File: src/sv/first_match_prefix_acl_core_macros.svh
// Assertion helpers; expect clk and rst_n in scope.
`ifndef FIRST_MATCH_PREFIX_ACL_CORE_MACROS_SVH
`define FIRST_MATCH_PREFIX_ACL_CORE_MACROS_SVH

`define FMPA_CHECK(lbl, expr, msg) \
    lbl: assert property (@(posedge clk) disable iff (!rst_n) (expr)) else $error(msg);

`define FMPA_CHECK_NEXT(lbl, ante, cons, msg) \
    lbl: assert property (@(posedge clk) disable iff (!rst_n) (ante) |=> (cons)) else $error(msg);

`endif

File: src/sv/fmpa_pkg.sv
package fmpa_pkg;

    localparam int MAX_RULES = 64;
    localparam int CNT_W     = $clog2(MAX_RULES + 1);
    localparam int HIT_W     = 6;
    localparam int ADDR_W    = 64;
    localparam int BYTE_W    = 8;

    localparam logic [1:0] ST_ADDED = 2'd0;
    localparam logic [1:0] ST_FULL  = 2'd1;
    localparam logic [1:0] ST_MATCH = 2'd2;
    localparam logic [1:0] ST_MISS  = 2'd3;

    localparam logic MODE_ADD    = 1'b0;
    localparam logic MODE_LOOKUP = 1'b1;

    localparam logic FAM_V4 = 1'b0;

    localparam logic [BYTE_W-1:0] V4_WIDTH = 8'd32;
    localparam logic [BYTE_W-1:0] V6_WIDTH = 8'd128;
    localparam logic [BYTE_W-1:0] HI_BITS  = 8'd64;

    typedef struct packed {
        logic              vld;
        logic              live;
        logic              fam;
        logic [ADDR_W-1:0] hi;
        logic [ADDR_W-1:0] lo;
        logic              found;
        logic [HIT_W-1:0]  idx;
        logic [BYTE_W-1:0] action;
        logic [BYTE_W-1:0] flags;
    } tok_t;

    typedef struct packed {
        logic              en;
        logic [ADDR_W-1:0] hi;
        logic [ADDR_W-1:0] lo;
        logic [BYTE_W-1:0] len;
        logic [BYTE_W-1:0] action;
        logic [BYTE_W-1:0] flags;
        logic              fam;
    } rule_wr_t;

endpackage

File: src/sv/fmpa_cell.sv
module fmpa_cell
    import fmpa_pkg::*;
(
    input  logic             clk,
    input  logic             rst_n,
    input  logic             adv,
    input  rule_wr_t         wr,
    input  logic             rule_vld,
    input  logic [HIT_W-1:0] cell_idx,
    input  tok_t             tok_in,
    output tok_t             tok_out
);

    logic [ADDR_W-1:0] hi_reg;
    logic [ADDR_W-1:0] lo_reg;
    logic [BYTE_W-1:0] len_reg;
    logic [BYTE_W-1:0] act_reg;
    logic [BYTE_W-1:0] flg_reg;
    logic              fam_reg;

    logic              vld_reg;
    tok_t              tok_reg;
    tok_t              tok_next;

    logic [ADDR_W-1:0] hi_mask;
    logic [ADDR_W-1:0] lo_mask;
    logic [BYTE_W-1:0] lo_len;
    logic [BYTE_W-1:0] width;
    logic              hit;

    always_ff @(posedge clk)
    begin
        if (wr.en)
        begin
            hi_reg  <= wr.hi;
            lo_reg  <= wr.lo;
            len_reg <= wr.len;
            act_reg <= wr.action;
            flg_reg <= wr.flags;
            fam_reg <= wr.fam;
        end
    end

    always_comb
    begin
        lo_len  = (len_reg > HI_BITS) ? (len_reg - HI_BITS) : '0;
        hi_mask = ~({ADDR_W{1'b1}} >> len_reg);
        lo_mask = ~({ADDR_W{1'b1}} >> lo_len);
        width   = (tok_in.fam == FAM_V4) ? V4_WIDTH : V6_WIDTH;
        hit     = rule_vld && tok_in.live && !tok_in.found
                  && (fam_reg == tok_in.fam) && (len_reg <= width)
                  && (((hi_reg ^ tok_in.hi) & hi_mask) == '0)
                  && (((lo_reg ^ tok_in.lo) & lo_mask) == '0);

        tok_next = tok_in;
        if (hit)
        begin
            tok_next.found  = 1'b1;
            tok_next.idx    = cell_idx;
            tok_next.action = act_reg;
            tok_next.flags  = flg_reg;
        end
    end

    always_ff @(posedge clk or negedge rst_n)
    begin
        if (!rst_n)
        begin
            vld_reg <= 1'b0;
        end
        else if (adv)
        begin
            vld_reg <= tok_in.vld;
        end
    end

    always_ff @(posedge clk)
    begin
        if (adv)
        begin
            tok_reg <= tok_next;
        end
    end

    always_comb
    begin
        tok_out     = tok_reg;
        tok_out.vld = vld_reg;
    end

endmodule

File: config.mk
export PLATFORM = sky130hd
export DESIGN_NAME = fmpa_cell
export DESIGN_NICKNAME = d
export VERILOG_FILES = /design/src/sv/first_match_prefix_acl_core_macros.svh /design/src/sv/fmpa_pkg.sv /design/src/sv/fmpa_cell.sv
export SDC_FILE = /design/constraint.sdc
export NUM_CORES = 1
export LEC_CHECK = 0
export BUFFER_PORTS_ARGS = -buffer_cell sky130_fd_sc_hd__buf_2
export CAP_MARGIN = 20
export CORE_AREA = 4 4 183 185
export CTS_BUF_LIST = sky130_fd_sc_hd__clkbuf_8
export DETAILED_ROUTE_END_ITERATION = 6
export DIE_AREA = 0 0 187 189
export MAX_ROUTING_LAYER = met4
export PLACE_DENSITY = 0.68
export SLEW_MARGIN = 20
export SYNTH_ARGS = -nofsm -noshare
export SYNTH_HDL_FRONTEND = slang
export SYNTH_SLANG_ARGS = --single-unit
File: constraint.sdc
create_clock -name clk -period 12.6 [get_ports clk]
set_clock_uncertainty 0.2 [all_clocks]
set_input_delay 0 -clock clk [delete_from_list [all_inputs] [get_ports clk]]
set_output_delay 0 -clock clk [all_outputs]
set_load 0.01 [all_outputs]
==> flow_summary.json, run 1 <==
{
  "status": "did not finish",
  "haltStage": "clock tree synthesis (4_1_cts)",
  "firstError": "[ERROR RSZ-0060] Max buffer count reached.",
  "synthFlopType": "edfxtp_1",
  "synth.avg_cell_area_um2": 14.9,
  "ys_ff_latch": 307,
  "synth_area_leaders": "edfxtp_1, xnor2_1, xor2_1",
  "synth_top_cell_area_share": 0.701,
  "yosysMostFrequentCell": "edfxtp_1",
  "cts_root_buf": "clkbuf_8",
  "port-buffer-count": 471,
  "yosysTopAreaCell": "edfxtp_1",
  "initial_utilization": 0.409,
  "ys_seq_area_frac": 0.703,
  "synth_area_um2": 13100,
  "cts.sinks": 307,
  "yosys-top-cells-count": "edfxtp_1, xnor2_1, xor2_1",
  "place_inst": 1723,
  "rows": 66,
  "cts_made_buffers": 51,
  "die_h_um": 189,
  "async_reset_ff_frac": 0.00326,
  "io-pin-count": 472,
  "synth_edf_count": 306,
  "place_hpwl_um": 33300,
  "cts_buffer_depth": 3,
  "synth.distinct_cells": 69,
  "synth_warnings": 0,
  "postCtsHoldBufs": 364,
  "cts_setup_buffers": 0,
  "netlist_instances": 879,
  "htree_levels": 2,
  "place_congestion": 0.963,
  "synthesis.nets": 1200,
  "cts-resized-gates": 0,
  "preCtsSetupSlack_ns": 7.45,
  "die_x_um": 187
}
cell families after synthesis:
kind of cell,share of synthesized area
AND/OR/NAND/NOR,0.0703
AO/OA/AOI/OAI,0.0997
multiplexers,0.0198
buffers and inverters,0.0176
flip-flops,0.703
XOR/XNOR,0.0869
adder cells (fa/ha/maj),0.00286
metrics by stage:
stage	utilization	area, um^2	hold WS (ns)
2_1_floorplan	-	13100	-0.496
3_3_place_gp	0.495	15900	-0.424
3_5_place_dp	0.495	15900	-0.425
==> inputs of run 2 (changes only) <==
Settings changed: CORE_AREA 4 4 183 185 to default, CORE_MARGIN from default to 4, CORE_UTILIZATION from default to 40, CTS_BUF_LIST sky130_fd_sc_hd__clkbuf_8 to default, DIE_AREA 0 0 187 189 to default, MAX_ROUTING_LAYER met4 to default, PLACE_DENSITY 0.68 to default, PLACE_DENSITY_LB_ADDON from default to 0.15.
==> flow_summary.json, run 2 <==
{
  "status": "finished with violations",
  "violations": "hold timing",
  "async_reset_ff_frac": 0.00326,
  "cts_root_buf": "clkbuf_16",
  "hold_depth": 2,
  "synth.avg_cell_area_um2": 14.9,
  "vias_per_cell": 5.11,
  "grt_pass1_wl_um": 71200,
  "synthesis.nets": 1200,
  "cp-start-kind": "flop",
  "irDropWorstVdd_mv": 0.0942,
  "fin_crit_sh": 0.470,
  "crit_start": "len_reg[6]",
  "port-buffer-count": 471,
  "synth.distinct_cells": 69,
  "critical_path.max_fanout": 30,
  "diodes": 0,
  "largest_register_ffs": 153,
  "synth_warnings": 0,
  "use_met3": 0.0525,
  "rrSetupSlack_ns": 6.68,
  "use_met1": 0.332,
  "rsz0062_at_grt": "no",
  "cts.sinks": 307,
  "leakagePower_nw": 8.06,
  "netlist_instances": 879,
  "place_hpwl_um": 33400,
  "r2r_end": "tok_out[21]",
  "finalSetupViolations": 0,
  "hp-class": "input port to flop",
  "synth_area_um2": 13100,
  "tns_ns": 0,
  "synth_area_leaders": "edfxtp_1, xnor2_1, xor2_1",
  "clk_pin_slew_worst_paths_ns": 0.06,
  "dieArea_um2": 35700,
  "vias": 11100,
  "drt-total-wl_um": 48700,
  "initial_utilization": 0.404,
  "grt_overflow": 0,
  "relSlewSlack": 0.245,
  "grt_pass1_vias": 11800,
  "cts_setup_buffers": 0,
  "area_delta_synth_final_pct": 56.6,
  "worstHoldStart": "wr[138]",
  "cpPeakStageDelay_ns": 0.91,
  "cp-end-kind": "flop",
  "preCtsSetupSlack_ns": 7.38,
  "rows": 66,
  "drive_gt1_frac": 0.312,
  "htree_levels": 2,
  "yosysMostFrequentCell": "edfxtp_1",
  "drc": 0,
  "rr_worst_depth": 13,
  "ys_seq_area_frac": 0.703,
  "final_nets": 2030,
  "synth_edf_count": 306,
  "p_per_area_nw_per_um2": 129,
  "final_cell_mix": "buf_2, dlygate4sd3_1, edfxtp_1",
  "synth_compound_area_frac": 0.0997,
  "clk_latency_ns": 0.51,
  "die_x_um": 189,
  "crit_required_ns": 12.64,
  "hold_ws_ns": -0.000668,
  "synthAdderAreaFrac": 0.00286,
  "yosys-top-cells-count": "edfxtp_1, xnor2_1, xor2_1",
  "synthMuxAreaShare": 0.0198,
  "synthFlopType": "edfxtp_1",
  "ant_nets": 0,
  "r2r_start": "len_reg[6]",
  "synth_xor_area_frac": 0.0869,
  "grt_use_total": 0.263,
  "fmax_mhz": 169,
  "cts_made_buffers": 34,
  "critical_path_class": "flop to flop",
  "core_area_um2": 32500,
  "cp.arrival_ns": 5.97,
  "die_h_um": 189,
  "yosysTopAreaCell": "edfxtp_1",
  "ys_ff_latch": 307,
  "synth-simple-area-share": 0.0703,
  "timing.final.ws_setup_ns": 6.68,
  "busiest_layer": "met2",
  "mostFrequentLayoutCell": "buf_2",
  "wl_per_cell_um": 22.4,
  "cts-resized-gates": 0,
  "synth_top_family_by_area": "compound AO/OA/AOI/OAI gates",
  "place_congestion": 0.931,
  "cts_buffer_depth": 3,
  "grtUsageMet2": 0.464,
  "grt_max_degree": 91,
  "slew_viol_final": 0,
  "worstMarginPinSlew_ns": 1.13,
  "antenna_found_initial": 0,
  "path_cells": "inv_1 -> ha_1 -> buf_4 -> nor4b_1 -> nor2_1 -> a311oi_1 -> nor2_1 -> nor4_1 -> nand4_1 -> nor4_4 -> buf_4 -> mux2_2 -> dlygate4sd3_1",
  "drv_cap": 0,
  "period_needed_ns": 5.92,
  "io-pin-count": 472,
  "crit_end": "tok_out[21]",
  "synth_top_cell_area_share": 0.701,
  "tritoncts": "yes",
  "drtPass1Iterations": 7,
  "final-hold-violation-count": 1,
  "cp_slowest_cell": "edfxtp_1",
  "drt_iter0_markers": 633
}
==> run 2: layout make-up <==
| type | instances | area [um^2] |
|---|---|---|
| Fill cell | 2423 | 11900 |
| Clock buffer | 48 | 967 |
| Clock inverter | 13 | 63.8 |
| Multi-Input combinational cell | 520 | 3670 |
| Sequential cell | 307 | 9210 |
| Timing Repair Buffer | 838 | 6020 |
| Inverter | 8 | 30.0 |
| Tap cell | 442 | 553 |
==> run 2: cell families after synthesis <==
kind of cell | Yosys count
AOI/OAI and AO/OA | 195
xor gates and xnor gates | 130
adders and majority gates | 3
buffers and inverters | 52
DFF | 307
muxes | 23
and+or+nand+nor | 169
==> run 2: worst min path at each step <==
stage	slack [ns]	endpoint
2_1_floorplan	-0.50	vld_reg
3_3_place_gp	-0.42	vld_reg
3_5_place_dp	-0.42	vld_reg
4_1_cts	0.0006	lo_reg[36]
5_1_grt	0.001	hi_reg[51]
6_report	-0.0007	hi_reg[49]
==> run 2: power by group <==
group / internal (W) / switching, W / total (W)
clock: 0.000536 / 0.000385 / 0.000921
combinational: 0.000213 / 0.000255 / 0.000467
sequential: 0.00122 / 0.0000350 / 0.00125
total: 0.00196 / 0.000675 / 0.00264
==> run 2: worst max-delay path, delay by kind of cell, from the launching register on <==
kind                     cells  cell delay [ns]
flip-flops                   1             0.91
multiplexers                 1             0.40
AO/OA/AOI/OAI                1             0.25
buffers and inverters        4             1.51
adder cells (fa/ha/maj)      1             0.63
AND/OR/NAND/NOR              6             1.73
==> run 2: metrics by stage <==
stage	total power (W)	instances	util	hold slack (ns)	instance area (um^2)
2_1_floorplan	0.00144	879	-	-0.496	13100
3_3_place_gp	0.00164	1757	0.490	-0.422	15900
3_5_place_dp	0.00164	1757	0.490	-0.422	15900
4_1_cts	0.00265	2172	0.631	0.000552	20500
5_1_grt	0.00275	2176	0.632	0.00103	20500
6_report	0.00264	2176	0.632	-0.000668	20500
==> run 2: timing repair <==
action | CTS | global route
hold endpoints to repair | 478 | 4
hold buffers | 354 | 4
endpoints found under the setup margin | 0 | 0
==> run 2: routing by layer <==
metal | wire, um | up-vias
met3 | 3520 | 72
met2 | 24700 | 527
li1 | - | 5090
met1 | 19300 | 5420
met5 | 0 | -
met4 | 1190 | 0
No activity file was read; power rests on OpenSTA's default activity.
